### config.mk
export PLATFORM = sky130hd
export DESIGN_NAME = rmq_queue
export DESIGN_NICKNAME = d
export VERILOG_FILES = /design/src/rtl/rmq_pkg.sv /design/src/rtl/rmq_queue.sv
export SDC_FILE = /design/constraint.sdc
export NUM_CORES = 1
export LEC_CHECK = 0
export ABC_AREA = 1
export BUFFER_PORTS_ARGS = -buffer_cell sky130_fd_sc_hd__buf_2
export CAP_MARGIN = 20
export CORE_ASPECT_RATIO = 1.5
export CORE_MARGIN = 1.5
export CORE_UTILIZATION = 55
export CTS_CLUSTER_DIAMETER = 50
export DETAILED_ROUTE_END_ITERATION = 10
export PLACE_DENSITY_LB_ADDON = 0.15
export RECOVER_POWER = 50
export SKIP_LAST_GASP = 1
export SYNTH_ARGS = -nofsm -noshare
export SYNTH_HDL_FRONTEND = slang
export SYNTH_SLANG_ARGS = --single-unit
### constraint.sdc
create_clock -name clk -period 6.2 [get_ports clk]
set_input_delay 0.62 -clock clk [delete_from_list [all_inputs] [get_ports clk]]
set_output_delay 0.62 -clock clk [all_outputs]
set_load 0.05 [all_outputs]
### src/rtl/rmq_pkg.sv
// Shared types, widths and helpers for the rotation matrix to quaternion converter.
`timescale 1ns / 1ps
package rmq_pkg;
	localparam int FRAC_BITS = 14;
	localparam int ELEM_W = 16;
	localparam int E_W = ELEM_W + 3;
	localparam int SUM_W = ELEM_W + 1;
	localparam int MAG_W = SUM_W;
	localparam int SQ_W = ((E_W - 1 + FRAC_BITS + 1) / 2) * 2;
	localparam int ROOT_W = SQ_W / 2;
	localparam int REM_W = ROOT_W + 3;
	localparam int NUM_W = MAG_W + FRAC_BITS + 1;
	localparam int Q_W = NUM_W - (FRAC_BITS + 1);
	localparam int DRW = ROOT_W + 2;
	localparam int ONE = 1 << FRAC_BITS;
	localparam int QMAX = (1 << (ELEM_W - 1)) - 1;
	localparam int ONE_SAT = (ONE > QMAX) ? QMAX : ONE;
	localparam int QUEUE_DEPTH = 4;
	localparam int QPTR_W = $clog2(QUEUE_DEPTH);

	typedef logic signed [ELEM_W-1:0] elem_t;
	typedef logic signed [SUM_W-1:0] pair_t;

	typedef enum logic [1:0] {SEL_X, SEL_Y, SEL_Z, SEL_W} sel_t;

	typedef struct packed {
		sel_t best;
		logic bad;
		pair_t d0;
		pair_t d1;
		pair_t d2;
	} item_t;

	typedef struct packed {
		item_t item;
		logic [SQ_W-1:0] n;
	} req_t;

	function automatic elem_t sat_root(input logic [ROOT_W:0] v);
		if (v > (ROOT_W+1)'(QMAX))
			return elem_t'(QMAX);
		return elem_t'(v);
	endfunction

	function automatic elem_t sat_quot(input logic [Q_W-1:0] q, input logic neg);
		logic [Q_W-1:0] nq;
		nq = -q;
		if (neg) begin
			if (q > Q_W'(QMAX + 1))
				return elem_t'(-QMAX - 1);
			return nq[ELEM_W-1:0];
		end
		if (q > Q_W'(QMAX))
			return elem_t'(QMAX);
		return q[ELEM_W-1:0];
	endfunction
endpackage

### src/rtl/rmq_queue.sv
// Short request queue between the front end and the arithmetic back end.
`timescale 1ns / 1ps
module rmq_queue import rmq_pkg::*; (
	input  logic clk,
	input  logic arst_n,
	input  logic wr,
	input  req_t wdata,
	output logic full,
	input  logic rd,
	output req_t rdata,
	output logic empty
);
	req_t mem_q [QUEUE_DEPTH];
	logic [QPTR_W-1:0] wp_q, rp_q;
	logic [QPTR_W:0] cnt_q;
	logic do_wr, do_rd;

	assign full = (cnt_q == (QPTR_W+1)'(QUEUE_DEPTH));
	assign empty = (cnt_q == '0);
	assign do_wr = wr && !full;
	assign do_rd = rd && !empty;
	assign rdata = mem_q[rp_q];

	always_ff @(posedge clk) begin
		if (do_wr)
			mem_q[wp_q] <= wdata;
	end

	always_ff @(posedge clk or negedge arst_n) begin
		if (!arst_n) begin
			wp_q <= '0;
			rp_q <= '0;
			cnt_q <= '0;
		end else begin
			if (do_wr)
				wp_q <= wp_q + 1'b1;
			if (do_rd)
				rp_q <= rp_q + 1'b1;
			if (do_wr && !do_rd)
				cnt_q <= cnt_q + 1'b1;
			else if (do_rd && !do_wr)
				cnt_q <= cnt_q - 1'b1;
		end
	end
endmodule

==> results of run 1 <==
## timing repair
action / 4_1_cts / 5_1_grt
endpoints found under the hold margin: 7 / 0
hold buffers: 1 / 0
gates resized for setup: 0 / 0
buffers inserted: 0 / 0
## how the worst max path moves through the flow
| stage | slack (ns) | endpoint | cells past startpoint |
|---|---|---|---|
| floorplan | 1.32 | mem_q[0][0] | 2 |
| global placement | 3.20 | rdata[84] | 5 |
| detailed placement | 3.17 | rdata[84] | 5 |
| CTS | 2.55 | rdata[84] | 5 |
| global route | 2.41 | rdata[84] | 6 |
| finish | 2.53 | rdata[84] | 7 |
## cell families (layout without fill, tap and decap cells)
logic type,count (synthesis),count (layout),synth area share (%)
flip-flops,351,351,73.6
XOR/XNOR,1,1,0.0614
AO/OA/AOI/OAI,173,173,9.09
AND/OR/NAND/NOR,288,288,7.66
buffers and inverters,246,436,8.97
adder cells (fa/ha/maj),6,6,0.579
## routing by layer
metal / wire, um / GRT usage (%) / part of all wire (%) / vias to the layer above
met3: 1640 / 4.30 / 6.2 / 48
met1: 9990 / 21.9 / 38 / 3930
met4: 714 / 6.80 / 2.7 / 4
li1: - / - / - / 4043
met5: 26 / 0 / 0.099 / -
met2: 13900 / 36.8 / 53 / 201
## layout by cell type, fill, tap and decap left out
cell and count:
ha_1 5, clkinv_2 4, o21ai_0 1, dlygate4sd3_1 1, inv_1 187, nand3_1 7
clkinvlp_4 3, nand4_1 1, nor2_1 1, xnor2_1 1, buf_12 2, dfrtp_4 1
bufinv_16 2, buf_2 90, clkbuf_16 31, buf_16 1, buf_4 6, nor2_4 3
clkbuf_1 97, inv_8 2, dfrtp_1 6, nand2_1 276, clkinv_1 8, fa_1 1
inv_4 1, edfxtp_1 344, o211ai_1 172, inv_6 1
## layout make-up
type	count	area share (%)
flip-flops and latches	351	65.6
multi-input cells	468	15.6
repair buffers	189	5.66
clock buffers	39	5.03
inverters	189	4.49
well taps	333	2.60
clock inverters	19	0.953
## through the flow
| stage | std cells | utilization (%) | instance area (um2) |
|---|---|---|---|
| 4_1_cts | 1586 | 62.7 | 16100 |
| 3_5_place_dp | 1527 | 58.9 | 15100 |
| 6_report | 1588 | 62.4 | 16000 |
| 2_1_floorplan | 1065 | - | 14300 |
| 5_1_grt | 1588 | 62.4 | 16000 |
| 3_3_place_gp | 1527 | 58.9 | 15100 |
## flip-flops by register name, indices dropped and copies added, names as in the netlist
register,cells
mem_q,344
rp_q,2
cnt_q,3
wp_q,2
==> reports/results.ini, run 1 <==
[outcome]
status=complete, but fails checks
failed_checks=max-capacitance violations, max-slew violations

[logic_synthesis]
synth_area_um2=14300
avgSynthCellArea_um2=13.4
synth_nets=1161
synth_flop_cell=edfxtp_1
synth_edf_count=344
synth_commonest_cells=344 x edfxtp_1, 276 x nand2_1, 187 x inv_1
netlist.top_cell.by_area=edfxtp_1
yosys-top-cells-area=edfxtp_1 72%, o211ai_1 9.1%, nand2_1 7.3%
synth_most_common_cell=edfxtp_1
async_flop_share_pct=1.99
synth_top_area_share_pct=72.4
syn-instance-count=1065
synth_seq_cells=351
synth-seq-area-share_pct=73.6
synth_cell_type_count=18
ys_warn_count=0

[setup_path]
crit_type=flip-flop to output port
cp_cell_sequence=inv_8 > buf_16 > buf_12 > nand2_1 > o211ai_1 > nand2_1 > buf_2
crit_start=rp_q[0]
start_kind=flip-flop
worstPathArrival_ns=3.05
r2r_end=mem_q[3][54]
cp_common_cell=nand2_1
crit_slowest_cell=buf_16
cp.required_ns=5.58
worstPathMaxFanout=178
reg2reg_slack_ns=2.82
timing.rr.start=cnt_q[0]
max_stage_delay_ns=0.52
reg2regPathDepth=5
path_delay_family=buffers and inverters
end_kind=output port
critPathBufInv=4

[clocking]
cts.path.max_buffers=3
cts_root_buffer=clkbuf_16
clkSinkCount=351
worstSkewPairLatency_ns=0.57
ctsHtreeMaxLevel=1
cts_buffers=31
cts_tree=yes
clkTransAtPathRegs_ns=0.06

[cells_and_area]
nNetsFinal=1326
regArea_um2=10500
fill_cells=1986
multi_input_area_um2=2500
syn_to_final_growth_pct=12.3
drive_above_1_share_pct=11.7
antenna_cells=0

[place]
post-place-ws_ns=3.17
post-dp-hpwl_um=15200
gp_congestion=0.734
port-buffer-count=177

[timing]
finalCriticalPeriod_ns=3.67
finalCritPeriodShare_pct=59.1
slew_viol_final=58
setup_tns_ns=0
fin_ws_ns=2.53
clock_skew_ns=0.0162
timing.fmax_mhz=273
hold_viol_final=0
finalSetupViolations=0
relSlewSlack_pct=-33.0
rsz0062_at_grt=false
holdWs_ns=0.307
worst_pin_slew_ns=1.99

[routing]
drtIter0Drc=465
vias=8226
wl_per_cell_um=16.6
drt_pre_antenna_iters=5
vias_per_cell=5.18
drcViolationCount=0
drt_wl_total_um=26300
ant_nets=0

[die]
die_area_um2=26900
coreArea_um2=25700
ios=178
die_w_um=134
fp-row-count=72
die_h_um=200
initial_core_util_pct=55.6

[flow_run]
max_cap_viol_count=2

[worst_hold_path]
hp-class=input pin to flip-flop
holdPathStages=1
hold_start=wdata[16]
hold_end=mem_q[3][16]

[global_routing]
grt_overflow_total=0
antenna_found_initial=2
grt_pass1_wl_um=41000
grt_pass1_vias=8104
grt_max_degree=212
grt_usage_pct=19.7

Power of run 1 is not shown: default switching activity piles up to over one toggle a cycle in this logic, so the estimate is an artifact.
==> run 2: changes to the inputs <==
--- a/config.mk
+++ b/config.mk
@@ -10,7 +10,7 @@
 export CAP_MARGIN = 20
 export CORE_ASPECT_RATIO = 1.5
 export CORE_MARGIN = 1.5
-export CORE_UTILIZATION = 55
+export CORE_UTILIZATION = 52
 export CTS_CLUSTER_DIAMETER = 50
 export DETAILED_ROUTE_END_ITERATION = 10
 export PLACE_DENSITY_LB_ADDON = 0.15
==> constraint.sdc (replaced) <==
create_clock -name clk -period 3.3 [get_ports clk]
set_input_delay 0.33 -clock clk [delete_from_list [all_inputs] [get_ports clk]]
set_output_delay 0.33 -clock clk [all_outputs]
set_load 0.05 [all_outputs]
==> run 2 against run 1 <==
The run now ends clean. Cell area increased by 1.4%. Count of clock-buffer cells in the layout decreased by 3. Cell count increased by 1.2%. First-iteration DRC count increased by 6.5%. Core utilization decreased by 2.5 points. Routed wire length decreased by 1.1%. Highest routed layer is now met4.
==> reports/results.ini, run 2 (synthesis results as in run 1) <==
[outcome]
status=finished, final reports clean

[timing]
finalCritPeriodShare_pct=82.1
finalSetupViolations=0
hold_viol_final=0
rsz0062_at_grt=false
worst_pin_slew_ns=1.18
holdWs_ns=0.0639
relSlewSlack_pct=21.2
timing.fmax_mhz=369
clock_skew_ns=0.0158
setup_tns_ns=0
finalCriticalPeriod_ns=2.71
slew_viol_final=0

[power_and_ir_drop]
power_density_nw_per_um2=1050
ir_drop_mv=0.659
power.leakage_nw=6.40

[setup_path]
end_kind=output port
start_kind=flip-flop
crit_end=rdata[73]
crit_type=flip-flop to output port
worstPathMaxFanout=49
worstPathArrival_ns=2.38
cp.required_ns=2.97
crit_start=rp_q[1]
timing.rr.start=cnt_q[0]
r2r_end=mem_q[0][8]
reg2reg_slack_ns=0.87
reg2regPathDepth=5

[cells_and_area]
utilization_pct=59.9
reg_top3=mem_q (344), cnt_q (3)
final_common_cell=edfxtp_1
drive_above_1_share_pct=12.4
nNetsFinal=1336
finalNonFillerCells=1607
mostFrequentLayoutCells=344 x edfxtp_1, 276 x nand2_1, 187 x inv_1
fin_area_um2=16200
regMostFlops=mem_q
syn_to_final_growth_pct=13.9
largest_register_ffs=344

[routing]
drt_pre_antenna_iters=4
drt_wl_total_um=26000
wl_per_cell_um=16.2
vias_per_cell=5.10
ant_nets=0
drcViolationCount=0
vias=8191
drtIter0Drc=495

[die]
fp-row-count=74
die_area_um2=28500
initial_core_util_pct=52.6
coreArea_um2=27100
ios=178
die_h_um=206
die_w_um=138

[global_routing]
grt_usage_pct=18.4
antenna_found_initial=0
grt_pass1_vias=7873
grt_max_degree=96
grt_overflow_total=0
grt_pass1_wl_um=40900

[clocking]
post-cts-setup-buffer-count=0
clkTransAtPathRegs_ns=0.06
clkSinkCount=351
cts_buffers=34
postCtsResizedCells=0
cts.path.max_buffers=3
ctsHtreeMaxLevel=2
hold_buffers=2
cts_tree=yes
worstSkewPairLatency_ns=0.52
cts_root_buffer=clkbuf_16

[flow_run]
max_cap_viol_count=0

[place]
port-buffer-count=177
gp_congestion=0.725
placed_cell_area_um2=15300
post-dp-hpwl_um=15100
dp_cells=1544

[worst_hold_path]
hp-class=input pin to flip-flop

==> run 2: final cells by class <==
cell class | instances | area (um2)
Fill cell | 2163 | 10900
Clock buffer | 36 | 880
Tap cell | 342 | 428
Timing Repair Buffer | 196 | 977
Multi-Input combinational cell | 468 | 2490
Clock inverter | 23 | 231
Inverter | 189 | 719
Antenna cell | 2 | 5.00
Sequential cell | 351 | 10500
==> run 2: where the power goes <==
part	internal, W	switching [W]
Sequential	0.00587	0.000224
Clock	0.00231	0.00154
Combinational	0.00155	0.00558
==> run 2: worst min-delay path by stage <==
stage | from | end | slack (ns) | depth (start not counted)
after detailed placement | arst_n | rp_q[1] | 0.18 | 1
after global routing | wdata[35] | mem_q[1][35] | 0.06 | 1
after floorplan | arst_n | cnt_q[0] | 0.03 | 0
after global placement | arst_n | rp_q[1] | 0.18 | 1
final | wdata[53] | mem_q[1][53] | 0.06 | 1
after CTS | wdata[50] | mem_q[1][50] | 0.0007 | 1
==> run 2: per-layer routing <==
layer / track usage [%] / wire (um) / part of all wire [%]
met5: 0 / 0 / 0
met2: 32.5 / 13500 / 52
met1: 21.4 / 10300 / 40
met3: 4.38 / 1330 / 5.1
met4: 7.93 / 834 / 3.2
==> run 2: per-stage QoR <==
step | setup slack, ns | total power (W)
5_1_grt | 0.438 | 0.0180
4_1_cts | 0.542 | 0.0173
3_5_place_dp | 1.09 | 0.0135
2_1_floorplan | -0.140 | 0.0121
6_report | 0.592 | 0.0171
3_3_place_gp | 1.09 | 0.0134
==> run 2: worst max-delay path, stage by stage (launching register included) <==
cell and delay, ns:
dfrtp_4 0.58, inv_4 0.51, buf_12 0.27, o211ai_1 0.11
nand2_1 0.11, buf_2 0.27
(Power assumes the default switching activity.)
==> run 3: changes to the inputs <==
==> constraint.sdc (replaced) <==
create_clock -name clk -period 2.2 [get_ports clk]
set_input_delay 0.22 -clock clk [delete_from_list [all_inputs] [get_ports clk]]
set_output_delay 0.22 -clock clk [all_outputs]
set_load 0.05 [all_outputs]
==> run 3 against run 2 <==
Register-to-register slack worse by 0.72 ns. Sequential share of layout area is 4.4 points lower. Hold slack worse by 0.059 ns. Non-clock buffer count is 99 higher. Routed wire length is 8.5% higher. Highest routed layer unchanged.
==> reports/results.ini, run 3 (synthesis results as in run 1) <==
[place]
post-dp-hpwl_um=15800
port-buffer-count=177
gp_congestion=0.715
dp_cells=1554

[cells_and_area]
nNetsFinal=1438
drive_above_1_share_pct=13.2
regArea_um2=10500
syn_to_final_growth_pct=22.2
largest_register_ffs=344
final_common_cell=edfxtp_1
multi_input_area_um2=2510
regMostFlops=mem_q
reg_top3=mem_q (344), cnt_q (3)
fill_cells=2069
finalNonFillerCells=1708
mostFrequentLayoutCells=344 x edfxtp_1, 276 x nand2_1, 186 x inv_1

[routing]
drt_pre_antenna_iters=5
drcViolationCount=0
vias=8643
vias_per_cell=5.06
drtIter0Drc=434
drt_wl_total_um=28200
wl_per_cell_um=16.5
ant_nets=0

[timing]
finalSetupViolations=0
timing.fmax_mhz=461
finalCritPeriodShare_pct=98.6
finalCriticalPeriod_ns=2.17
rsz0062_at_grt=true
slew_viol_final=0
worst_pin_slew_ns=0.482
clock_skew_ns=0.0140
holdWs_ns=0.00496
relSlewSlack_pct=67.9
hold_viol_final=0

[setup_path]
cp.required_ns=1.98
crit_start=rp_q[0]
timing.rr.start=cnt_q[1]
crit_slowest_cell=dfrtp_2
worstPathArrival_ns=1.95
start_kind=flip-flop
cp_common_cell=nand2_1
max_stage_delay_ns=0.42
end_kind=output port
worstPathMaxFanout=43
cp_cell_sequence=bufinv_16 > buf_16 > nand2_1 > o211ai_1 > nand2_1 > buf_2
crit_type=flip-flop to output port

[clocking]
cts_buffers=35
cts_root_buffer=clkbuf_16
cts.path.max_buffers=3
ctsHtreeMaxLevel=2
clkSinkCount=351
worstSkewPairLatency_ns=0.52
clkTransAtPathRegs_ns=0.07
cts_tree=yes

[die]
ios=178
initial_core_util_pct=52.6
die_h_um=206
coreArea_um2=27100
die_w_um=138
fp-row-count=74
die_area_um2=28500

[global_routing]
grt_max_degree=89
grt_overflow_total=0
grt_usage_pct=19.7
grt_pass1_wl_um=43600
antenna_found_initial=1
grt_pass1_vias=8656

[worst_hold_path]
hold_start=wr
hp-class=input pin to flip-flop

[flow_run]
max_cap_viol_count=0

[power_and_ir_drop]
power_density_nw_per_um2=1510
total_power_w=0.0263
ir_drop_mv=1.13
power.leakage_nw=6.90

[outcome]
status=finished, final reports clean

run 3: cell types whose count changed in the layout (fill, tap and decap cells not counted), sizes merged:
cell / previous run / this run
clkbuf: 128 / 139
buf: 102 / 112
bufinv: 5 / 1
clkinv: 17 / 14
diode: 2 / 1
inv: 190 / 191
clkinvlp: 0 / 1
dlygate4sd3: 2 / 88
run 3: power by group:
group,internal [W],total (W),switching [W]
sequential,0.00878,0.00910,0.000321
clock,0.00308,0.00545,0.00237
combinational,0.00303,0.0117,0.00872
total,0.0149,0.0263,0.0114
run 3: critical path: cells and delay by family, from the launching register on:
| family | cells | cell delay, ns |
|---|---|---|
| flops | 1 | 0.42 |
| simple gates | 2 | 0.17 |
| compound gates | 1 | 0.11 |
| buf+inv | 3 | 0.71 |
run 3: layout make-up:
class / instances / area share (%)
Clock inverter: 16 / 0.546
Multi-Input combinational cell: 468 / 14.4
Timing Repair Buffer: 295 / 12.4
Antenna cell: 1 / 0.0144
Timing Repair inverter: 2 / 0.100
Inverter: 189 / 4.29
Sequential cell: 351 / 60.3
Clock buffer: 44 / 5.46
Tap cell: 342 / 2.45
run 3: path summary, 6_finish.rpt:
path	to	slack, ns	cells after the start
setup / recovery	rdata[76]	0.03	6
hold / removal	wp_q[1]	0.005	3
setup reg to reg	cnt_q[1]	0.15	9
hold reg to reg	cnt_q[2]	0.54	2
max in group asynchronous	rp_q[1]	1.67	2
min in group asynchronous	rp_q[1]	0.17	2
run 3: stage by stage:
| step | instance area [um2] | TNS (ns) | utilization, % | setup WS [ns] |
|---|---|---|---|---|
| 3_5_place_dp | 15500 | 0 | 57.0 | 0.367 |
| 4_1_cts | 17500 | -0.0483 | 64.4 | -0.0149 |
| 2_1_floorplan | 14300 | -58.96 | - | -0.187 |
| 3_3_place_gp | 15500 | 0 | 57.0 | 0.391 |
| 6_report | 17400 | 0 | 64.3 | 0.0318 |
| 5_1_grt | 17400 | -0.943 | 64.3 | -0.0629 |
run 3: what timing repair did:
action                                 in CTS  in global routing
gates resized for setup                     7                 11
endpoints found under the hold margin     353                  0
pin swaps                                   0                  0
setup endpoints to repair                  84                 81
hold buffers                               88                  0
gates cloned                                2                  2
buffers inserted                            1                  0
run 3: per-layer routing:
metal	global-route usage [%]	routed length [um]
met5	0	0
met4	7.33	776
met3	4.08	1300
met2	36.8	15100
met1	22.1	11000
