--- src/rtl/rmq_pkg.sv ---
// Shared types, widths and helpers for the rotation matrix to quaternion converter.
`timescale 1ns / 1ps
package rmq_pkg;
	localparam int FRAC_BITS = 14;
	localparam int ELEM_W = 16;
	localparam int E_W = ELEM_W + 3;
	localparam int SUM_W = ELEM_W + 1;
	localparam int MAG_W = SUM_W;
	localparam int SQ_W = ((E_W - 1 + FRAC_BITS + 1) / 2) * 2;
	localparam int ROOT_W = SQ_W / 2;
	localparam int REM_W = ROOT_W + 3;
	localparam int NUM_W = MAG_W + FRAC_BITS + 1;
	localparam int Q_W = NUM_W - (FRAC_BITS + 1);
	localparam int DRW = ROOT_W + 2;
	localparam int ONE = 1 << FRAC_BITS;
	localparam int QMAX = (1 << (ELEM_W - 1)) - 1;
	localparam int ONE_SAT = (ONE > QMAX) ? QMAX : ONE;
	localparam int QUEUE_DEPTH = 4;
	localparam int QPTR_W = $clog2(QUEUE_DEPTH);

	typedef logic signed [ELEM_W-1:0] elem_t;
	typedef logic signed [SUM_W-1:0] pair_t;

	typedef enum logic [1:0] {SEL_X, SEL_Y, SEL_Z, SEL_W} sel_t;

	typedef struct packed {
		sel_t best;
		logic bad;
		pair_t d0;
		pair_t d1;
		pair_t d2;
	} item_t;

	typedef struct packed {
		item_t item;
		logic [SQ_W-1:0] n;
	} req_t;

	function automatic elem_t sat_root(input logic [ROOT_W:0] v);
		if (v > (ROOT_W+1)'(QMAX))
			return elem_t'(QMAX);
		return elem_t'(v);
	endfunction

	function automatic elem_t sat_quot(input logic [Q_W-1:0] q, input logic neg);
		logic [Q_W-1:0] nq;
		nq = -q;
		if (neg) begin
			if (q > Q_W'(QMAX + 1))
				return elem_t'(-QMAX - 1);
			return nq[ELEM_W-1:0];
		end
		if (q > Q_W'(QMAX))
			return elem_t'(QMAX);
		return q[ELEM_W-1:0];
	endfunction
endpackage

--- src/rtl/rmq_front.sv ---
// Front end: candidate terms, dominant axis selection and off-diagonal pair sums.
`timescale 1ns / 1ps
module rmq_front import rmq_pkg::*; (
	input  elem_t m11,
	input  elem_t m12,
	input  elem_t m13,
	input  elem_t m21,
	input  elem_t m22,
	input  elem_t m23,
	input  elem_t m31,
	input  elem_t m32,
	input  elem_t m33,
	output req_t  req
);
	logic signed [E_W-1:0] x11, x22, x33, e0, e1, e2, e3, eb;
	pair_t sxy, sxz, syz, dw0, dw1, dw2;
	sel_t best;
	logic bad;

	assign x11 = E_W'(m11);
	assign x22 = E_W'(m22);
	assign x33 = E_W'(m33);
	assign e0 = x11 - x22 - x33 + E_W'(ONE);
	assign e1 = -x11 + x22 - x33 + E_W'(ONE);
	assign e2 = -x11 - x22 + x33 + E_W'(ONE);
	assign e3 = x11 + x22 + x33 + E_W'(ONE);

	assign sxy = SUM_W'(m12) + SUM_W'(m21);
	assign sxz = SUM_W'(m31) + SUM_W'(m13);
	assign syz = SUM_W'(m23) + SUM_W'(m32);
	assign dw0 = SUM_W'(m32) - SUM_W'(m23);
	assign dw1 = SUM_W'(m13) - SUM_W'(m31);
	assign dw2 = SUM_W'(m21) - SUM_W'(m12);

	always_comb begin
		best = SEL_X;
		eb = e0;
		if (e1 > eb) begin
			best = SEL_Y;
			eb = e1;
		end
		if (e2 > eb) begin
			best = SEL_Z;
			eb = e2;
		end
		if (e3 > eb) begin
			best = SEL_W;
			eb = e3;
		end
		bad = eb[E_W-1];
		req.item.best = best;
		req.item.bad = bad;
		req.n = bad ? '0 : SQ_W'({eb[E_W-2:0], {FRAC_BITS{1'b0}}});
		unique case (best)
			SEL_X: begin
				req.item.d0 = sxy;
				req.item.d1 = sxz;
				req.item.d2 = dw0;
			end
			SEL_Y: begin
				req.item.d0 = sxy;
				req.item.d1 = syz;
				req.item.d2 = dw1;
			end
			SEL_Z: begin
				req.item.d0 = sxz;
				req.item.d1 = syz;
				req.item.d2 = dw2;
			end
			default: begin
				req.item.d0 = dw0;
				req.item.d1 = dw1;
				req.item.d2 = dw2;
			end
		endcase
	end
endmodule

--- config.mk ---
export PLATFORM = sky130hd
export DESIGN_NAME = rmq_front
export DESIGN_NICKNAME = d
export VERILOG_FILES = /design/src/rtl/rmq_pkg.sv /design/src/rtl/rmq_front.sv
export SDC_FILE = /design/constraint.sdc
export NUM_CORES = 1
export LEC_CHECK = 0
export BUFFER_PORTS_ARGS = -buffer_cell sky130_fd_sc_hd__buf_2
export CAP_MARGIN = 10
export CORE_ASPECT_RATIO = 0.6
export CORE_UTILIZATION = 46
export DETAILED_ROUTE_END_ITERATION = 7
export MAX_ROUTING_LAYER = met4
export PLACE_DENSITY = 0.75
export SLEW_MARGIN = 15
export SYNTH_ARGS = -nofsm -noshare
export SYNTH_HDL_FRONTEND = slang
export SYNTH_SLANG_ARGS = --single-unit
--- constraint.sdc ---
create_clock -name vclk -period 17.94
set_input_delay 1.794 -clock vclk [all_inputs]
set_output_delay 1.794 -clock vclk [all_outputs]
set_load 0.01 [all_outputs]
==> results, run 1 <==
- The post-synthesis instance area is 13,500 um^2.
- In this run, the number of DRC markers left after iteration 0 of detailed routing was 1,600.
- Global routing finished with a remaining overflow of 0.
- The number of max-slew violations in the final report is 0.
- The number of buffers added on ports is 216.
- The area taken by flip-flops and latches is 0 um^2.
- The post-synthesis cell count is 1,817.
- The overall via count from detail_route is 14,200.
- The antenna violation net count after detailed routing is 0.
- Headroom to the max-slew limit came out at 0.198.
- The starting utilization of the core area is 0.469.
- The floorplan step set the die height to 135 um.
- The slowest stage of the critical path belongs to the cell a41o_1.
- Entering global routing, the biggest net connects 53 pins.
- For the pin with the worst max-slew slack, the measured transition is 1.20 ns.
- Together, buffers and inverters on the worst path number 5.
- The number of max-cap violations is 0.
- The flow ran to the end, and the final reports show no timing, DRC or antenna violations.
- The final critical path time including I/O delays and setup is 17.24 ns.
- The gate family responsible for the most delay along the worst path is compound AO/OA/AOI/OAI gates.
- The total of clock buffers placed in the layout is 0.
- The number of gates resized after CTS was 0.
- The final-layout setup total negative slack is 0 ns.
- The number of buffers added for setup after CTS is 0.
- In the final layout, the share of cells above drive strength 1 is 0.140.
- For this run, the number of Yosys warnings is 0.
- The first-pass GRT wire length is 76.4 mm.
- After detailed routing, the average wire length per cell comes to 21.8 um.
- The worst setup path is launched from an input pin.
- In the final design database the tool counted 2,500 nets.
- The area of the die is 30,100 um^2.
- The share of the synthesized area in the top cell type is 0.268.
- For this run, the number of standard cells in the final layout without fillers is 2,367.
- Routability-driven placement finished with a final weighted congestion of 1.05.
- The initial antenna violation count is 2.
- Leaving out fill and tap cells, the most frequent cell in the layout is ha_1.
- The wire length after detailed routing is 51.5 mm.
- The final count of hold timing violations is 0.
- Dividing the detail-routed via count by the number of cells gives 6.01.
- The number of unique standard cell types used by synthesis is 80.
- The post-route clock period utilization is 0.961.
- The number of global-route vias before repair is 12,800.
- The arrival time at the worst endpoint is 15.44 ns.
- After clock tree synthesis, the flow added hold-fix buffers numbering 0.
- The residual DRC count is 0.
- After synthesis, the mean cell area works out to 7.44 um^2.
- The total of endpoints with negative setup slack in the final report is 0.
- Setup repair after global routing left no endpoint under its margin.
- The largest area contributor in the netlist is ha_1.
- The type of the setup path with the least slack is in2out.
- The class of the tightest hold or removal check is in2out.
- The top cell types in the final layout, fill and taps aside, are ha_1 (289), inv_1 (236), buf_2 (216).
- Compared with the post-synthesis result, the final layout area differs by 10.2%.
- Along the worst path, the maximum fanout reaches 27.
- The worst setup path is captured at an output port.
- The number of search-and-repair iterations in the first detailed-routing pass is 6.
- The most numerous cell type found on the critical path is o21ai_0.
- The post-synthesis sequential area ratio is 0.
- The placed cell count is 2,364.
- The count of flip-flops and latches is 0.
- Detailed placement ended at an HPWL of 45.2 mm.
- Across all hold checks on the routed design, the worst slack comes to 4.19 ns.
- Ranked by total cell area, the synthesized netlist is headed by ha_1 (27%), fa_1 (11%), xnor2_1 (6.6%), inv_1 (6.6%), a21oi_1 (5.0%).
- The number of inserted filler cells in the final layout is 2,919.
- After floorplanning, the core was sized to cover 28,800 um^2.
- During I/O placement, the number of pins put on the boundary was 230.
- The cell row count is 48.
- The data required time at the worst endpoint is 16.15 ns.
- Across every metal layer, demand over resource in global routing totals 0.341.
- The critical path's largest stage delay is 0.96 ns.
- For this run, the top clock speed supported by timing is 58.0 MHz.
- The floorplan step set the die width to 223 um.
-- worst paths after layout --
path                start  cells after the start  slack (ns)  endpoint
setup / recovery   m11[5]                     42        0.70   req[53]
hold / removal    m12[15]                      5        4.19   req[82]
-- through the flow --
| step | setup slack, ns | util | cell area [um^2] |
|---|---|---|---|
| 2_1_floorplan | 5.12 | - | 13600 |
| 3_3_place_gp | 1.86 | 0.516 | 14900 |
| 3_5_place_dp | 1.43 | 0.516 | 14900 |
| 4_1_cts | 1.36 | 0.516 | 14900 |
| 5_1_grt | 0.121 | 0.517 | 14900 |
| 6_report | 0.705 | 0.517 | 14900 |
-- final cells by class --
| type | instances | area (um^2) | area share |
|---|---|---|---|
| Tap cell | 375 | 469 | 0.0315 |
| Antenna cell | 3 | 7.51 | 0.000504 |
| Inverter | 236 | 886 | 0.0595 |
| Timing Repair Buffer | 226 | 1160 | 0.0776 |
| Multi-Input combinational cell | 1527 | 12400 | 0.831 |
-- Yosys cell counts (7+ instances only) --
cell type	instances
nor3_1	46
o21bai_1	15
nand2_1	116
xor2_1	32
a31oi_1	28
buf_4	17
fa_1	76
ha_1	289
mux2_2	15
a211oi_1	28
o31ai_1	10
mux2i_1	13
o2111ai_1	7
a21oi_1	135
xnor2_1	102
or3_1	14
a221oi_1	7
nor2_1	142
o211ai_1	21
nor2b_1	20
nor4_1	9
nand2b_1	22
nand3_1	36
a2111oi_0	8
o21ai_0	100
inv_1	236
a21o_1	46
o21a_1	33
clkbuf_1	40
nand4_1	13
and3_1	16
or2_2	8
-- routing by layer --
metal	part of all wire	global-route usage	up-vias	routed length, um
li1	-	-	6704	-
met5	0	-	-	0
met1	0.51	0.546	6748	26100
met4	0.0068	0.0202	0	352
met3	0.12	0.0801	28	6270
met2	0.36	0.428	753	18800
-- kinds of logic (layout without fill, tap and decap cells) --
| group | after synthesis | in the layout | share of synthesized area |
|---|---|---|---|
| compound gates | 512 | 512 | 0.250 |
| simple gates | 472 | 472 | 0.167 |
| fa+ha+maj | 365 | 365 | 0.380 |
| buf+inv | 303 | 462 | 0.0905 |
| xor+xnor | 136 | 136 | 0.0902 |
| mux | 28 | 28 | 0.0221 |
| other cells | 1 | 17 | 0.000277 |
-- worst min-delay path, delay by kind of cell --
kind | cells | cell delay [ns]
buffers and inverters | 2 | 0.23
AO/OA/AOI/OAI | 2 | 0.20
adder cells (fa/ha/maj) | 1 | 0.17
==> run 2: changes to the inputs <==
- CELL_PAD_IN_SITES_DETAIL_PLACEMENT: not set -> 1
- CELL_PAD_IN_SITES_GLOBAL_PLACEMENT: not set -> 2
- CORE_UTILIZATION: 46 -> 37
- PLACE_DENSITY: 0.75 -> 0.95
==> run 2 against run 1 <==
Net effect:
- cell area increased by 0.87%
- routed wire length grew 9.6%
- global-route usage decreased by 3.8 points
- largest cell class unchanged
- critical path type unchanged
- cell count up 4.0%
- worst hold slack worse by 0.012 ns
==> results, run 2 (synthesis gave the netlist of run 1 again) <==
- The number of search-and-repair iterations in the first detailed-routing pass is 5 (-1).
- The maximum number of pins on one net before global-route repair came to 52 (-1.9%).
- The final critical path time including I/O delays and setup is 16.67 ns (-0.569 ns).
- The last weighted congestion value of the routability-driven placer is 1.03 (-2.0%).
- The placed instance area is 15,000 um^2 (+0.87%).
- The flow ran to the end, and the final reports show no timing, DRC or antenna violations.
- The total of clock buffers placed in the layout is 0 (unchanged).
- The initial antenna violation count is 2 (unchanged).
- The area of the core region is 35,500 um^2 (+23%).
- The first-pass GRT wire length was 84.5 mm (+11%).
- The data required time at the worst endpoint is 16.15 ns (about the same).
- The highest clock rate was 60.0 MHz (+3.4%).
- The area growth from synthesis to layout is 11.2%.
- The average wire per standard cell is 22.9 um (+5.4%).
- The count of cells along the worst hold path is 4 (-1).
- The number of nets in the final layout is 2,502 (+0.080%).
- The arrival time at the worst endpoint is 14.87 ns (-0.57 ns).
- The number of standard cells in the layout, taps in and fillers out was 2,461 (+4.0%).
- The antenna violation net count after detailed routing came to 0 (unchanged).
- The final-layout setup total negative slack is 0 ns (unchanged).
- The number of max-cap violations is 0 (unchanged).
- The total of endpoints with negative setup slack in the final report is 0 (unchanged).
- In the layout the commonest cells are ha_1 (289), inv_1 (236), buf_2 (216).
- The final count of hold timing violations is 0 (unchanged).
- The total global-route track usage came to 0.302 (-0.0382).
- By startpoint and endpoint, the worst setup path is classified as in2out.
- The number of buffers added for setup after CTS was 0 (unchanged).
- The minimum hold slack is 4.18 ns (-0.0124 ns).
- The number of hold buffers added after CTS is 0 (unchanged).
- For hold timing, the worst endpoint is req[49].
- The number of global-route vias before repair is 14,100 (+11%).
- The placed cell count is 2,458 (+4.0%).
- The area taken by flip-flops and latches is 0 um^2 (unchanged).
- The number of primary I/O pins is 230 (unchanged).
- The fraction of final layout cells with drive strength greater than 1 is 0.141 (+0.000864).
- The post-layout instance area is 15,000 um^2 (+0.87%).
- The overall via count from detail_route is 14,100 (-0.97%).
- The post-route clock period utilization is 0.929 (-0.0317).
- The transition time at the pin with the least slew margin was 1.37 ns (+0.175 ns).
- Setup repair after global routing left no endpoint under its margin.
- The master of the slowest instance on the critical path is o41ai_1.
- STA classifies the critical path endpoint as an output port.
- The wire length after detailed routing came to 56.5 mm (+9.6%).
- The class of the tightest hold or removal check is in2out.
- The overflow left after global routing is 0 (unchanged).
- The area of the die is 37,300 um^2 (+24%).
- The number of buffers added on ports came to 216 (unchanged).
- The die outline width is 249 um (+11%).
- The cell row count is 53 (+10%).
- The peak fanout along the critical path is 31 (+15%).
- The via density per instance is 5.73 (-4.8%).
- The half-perimeter wire length after placement is 50.2 mm (+11%).
- The starting utilization of the core area is 0.381 (-0.0879).
- The number of design-rule violations left by the first detailed-router iteration is 1,191 (-26%).
- The worst setup path is launched from an input pin.
- The max-slew headroom at the worst pin is 0.0750 (-0.123).
- The count of flip-flops and latches is 0 (unchanged).
- The critical path's largest stage delay came to 0.73 ns (-0.23 ns).
- The residual DRC count is 0 (unchanged).
- The startpoint identified for the worst hold timing path is m31[0].
- The number of max-slew violations in the final report was 0 (unchanged).
- The most common cell after layout, fill and taps aside is ha_1.
- The die outline height is 150 um (+11%).
- The number of gates resized after cts came to 0 (unchanged).
- Counting stages on the worst path, the most repeated cell is ha_1.
[run 2: worst max-delay path by stage]
| stage | to | cells after the start | start | slack (ns) |
|---|---|---|---|---|
| 3_3_place_gp | req[52] | 40 | m11[5] | 2.10 |
| 2_1_floorplan | req[80] | 45 | m11[4] | 5.12 |
| 5_1_grt | req[16] | 44 | m11[5] | 0.34 |
| 4_1_cts | req[52] | 40 | m11[5] | 1.63 |
| 3_5_place_dp | req[52] | 40 | m11[5] | 1.64 |
| 6_report | req[52] | 40 | m11[5] | 1.27 |
[run 2: cell type report]
type / count / area (um^2)
Timing Repair Buffer: 228 / 1170
Multi-Input combinational cell: 1527 / 12400
Inverter: 236 / 886
Tap cell: 467 / 584
Antenna cell: 3 / 7.51
Fill cell: 4539 / 20500
[run 2: layer usage]
layer  part of all wire  vias to the layer above  GRT usage
met4             0.0098                        0     0.0295
met5                  0                        -          -
met1               0.53                     6950      0.462
met3              0.076                       33     0.0558
li1                   -                     6675          -
met2               0.39                      437      0.413
[run 2: stage by stage]
step | utilization | worst slack (ns)
5_1_grt | 0.424 | 0.341
4_1_cts | 0.423 | 1.63
3_3_place_gp | 0.423 | 2.10
6_report | 0.424 | 1.27
3_5_place_dp | 0.423 | 1.64
2_1_floorplan | - | 5.12
[run 2: worst max-delay path: cells and delay by family]
kind	cells	cell delay (ns)
mux	3	1.33
fa+ha+maj	6	1.80
buf+inv	4	0.86
compound gates	14	4.82
xor+xnor	1	0.39
simple gates	12	3.81
==> run 3: changes to the inputs <==
- CORE_UTILIZATION: 37 -> 34
- PLACE_DENSITY: 0.95 -> 0.92
- SLEW_MARGIN: 15 -> not set
- clock period: 17.94 -> 16.7 ns (I/O delays scaled with it)
==> run 3 against run 2 <==
Net effect:
- die area is 8.7% higher
- worst hold slack lost 0.26 ns
- global-route usage is 2.7 points lower
==> results, run 3 (synthesis gave the netlist of run 1 again) <==
- The flow ran to the end, and the final reports show no timing, DRC or antenna violations.
- The count of flip-flops and latches is 0 (unchanged).
- The wire length after detailed routing is 56.1 mm (-0.63%).
- The area of the die is 40,600 um^2 (+8.7%).
- The total of endpoints with negative setup slack in the final report was 0 (unchanged).
- The arrival time at the worst endpoint is 14.18 ns (-0.69 ns).
- The gate family responsible for the most delay along the worst path is compound AO/OA/AOI/OAI gates.
- The final count of hold timing violations is 0 (unchanged).
- The post-layout instance area came to 15,100 um^2 (+0.51%).
- The post-route clock period utilization is 0.949.
- The die outline width was 259 um (+4.3%).
- Leaving out fill and tap cells, the most frequent cells in the layout are ha_1 (289), inv_1 (236), buf_2 (216).
- The max-slew headroom at the worst pin is 0.283 (+0.208).
- The total global-route track usage is 0.275 (-0.0272).
- The final-layout setup total negative slack is 0 ns (unchanged).
- The fraction of final layout cells with drive strength greater than 1 was 0.142 (+0.00100).
- The number of max-cap violations is 0 (unchanged).
- The starting utilization of the core area is 0.346 (-0.0353).
- The number of nets in the final layout is 2,502 (unchanged).
- The last weighted congestion value of the routability-driven placer is 1.00 (-2.9%).
- For the finished layout, the period the worst path requires is 15.85 ns.
- The post-route worst setup slack is 0.851 ns (-0.423 ns).
- Leaving out fill and tap cells, the most frequent cell in the layout is ha_1.
- For this run, the top clock speed supported by timing is 63.1 MHz.
- The transition time at the pin with the least slew margin is 1.06 ns (-0.308 ns).
- The setup slack after placement is 0.493 ns (-1.15 ns).
- Setup repair after global routing left no endpoint under its margin.
- The area of the core region is 39,100 um^2 (+10%).
- The area taken by flip-flops and latches came to 0 um^2 (unchanged).
- The maximum number of pins on one net before global-route repair is 52 (unchanged).
- The placed instance area was 15,100 um^2 (+0.46%).
- The first-pass GRT wire length is 83.5 mm (-1.3%).
- The number of buffers added on ports is 216 (unchanged).
- The startpoint kind of the worst setup timing path is an input pin.
- The initial antenna violation count is 2 (unchanged).
- The number of buffers added for setup after CTS is 0 (unchanged).
- The overall via count from detail_route is 14,100 (+0.31%).
- The number of design-rule violations left by the first detailed-router iteration came to 1,105 (-7.2%).
- The critical path is of the in2out type.
- Relative to the synthesized area, the layout overhead comes to 11.7%.
- The number of inserted filler cells in the final layout is 4,964 (+9.4%).
- The cell row count is 56 (+5.7%).
- The half-perimeter wire length after placement is 50.0 mm (-0.43%).
- The count of cells along the worst hold path came to 6 (+2).
- The overflow left after global routing is 0 (unchanged).
- The type of destination of the critical path is an output port.
- The peak fanout along the critical path is 21 (-32%).
- The share of the core filled with cells in the final layout came to 0.386 (-0.0373).
- The total of clock buffers placed in the layout came to 0 (unchanged).
- The die outline height is 156 um (+4.3%).
- The buffering stage count on the worst path with inverters included is 5 (+1).
- The critical path's largest stage delay is 0.71 ns (-0.02 ns).
- The number of search-and-repair iterations in the first detailed-routing pass is 6 (+1).
- Among all stages on the critical path, the largest delay is contributed by o41ai_1.
- The average wire per standard cell is 22.3 um (-2.8%).
- The total stage count of the critical path was 41 (+2.5%).
- The number of primary I/O pins came to 230 (unchanged).
- The via density per instance is 5.62 (-1.9%).
- The path class of the tightest hold or removal check is in2out.
- The residual DRC count was 0 (unchanged).
- The number of hold buffers added after CTS is 0 (unchanged).
- The antenna violation net count after detailed routing was 0 (unchanged).
- The number of global-route vias before repair is 13,900 (-1.5%).
- The number of max-slew violations in the final report came to 0 (unchanged).
- The data required time at the worst endpoint came to 15.03 ns (-1.12 ns).
run 3: cell types whose count changed in the layout (fill, tap and decap cells not counted):
cell    change
nor4_2      +1
a41o_2      +1
a41o_1      -1
nor4_1      -1
run 3: cell type report:
type	instances	area (um^2)	area share
multi-input combinational	1527	12400	0.820
timing repair buffer	228	1170	0.0775
inverter	236	886	0.0587
tap	522	653	0.0432
antenna	3	7.51	0.000497
run 3: timing repair:
action	CTS	global route
hold endpoints to repair	0	0
gates resized for setup	0	2
setup endpoints to repair	0	72
run 3: tightest hold or removal path, cell delays in order:
cell and delay [ns]:
buf_2 0.09, ha_1 0.16, nor3_1 0.05, o21ai_0 0.08, a21oi_1 0.07, buf_2 0.14
run 3: path summary, 6_finish.rpt:
check | from | end
worst max-delay path | m11[5] | req[19]
worst min-delay path | m21[15] | req[82]
run 3: per-layer routing:
metal | vias to the layer above | GRT usage | wire length (um)
met4 | 0 | 0.0269 | 505
met1 | 6969 | 0.427 | 29200
met2 | 451 | 0.374 | 22200
li1 | 6694 | - | -
met5 | - | - | 0
met3 | 24 | 0.0439 | 4180
run 3: through the flow:
step | hold WS (ns) | instances
floorplan | 3.57 | 1830
global placement | 3.91 | 2513
detailed placement | 3.90 | 2513
CTS | 3.91 | 2513
global route | 3.93 | 2515
finish | 3.92 | 2516
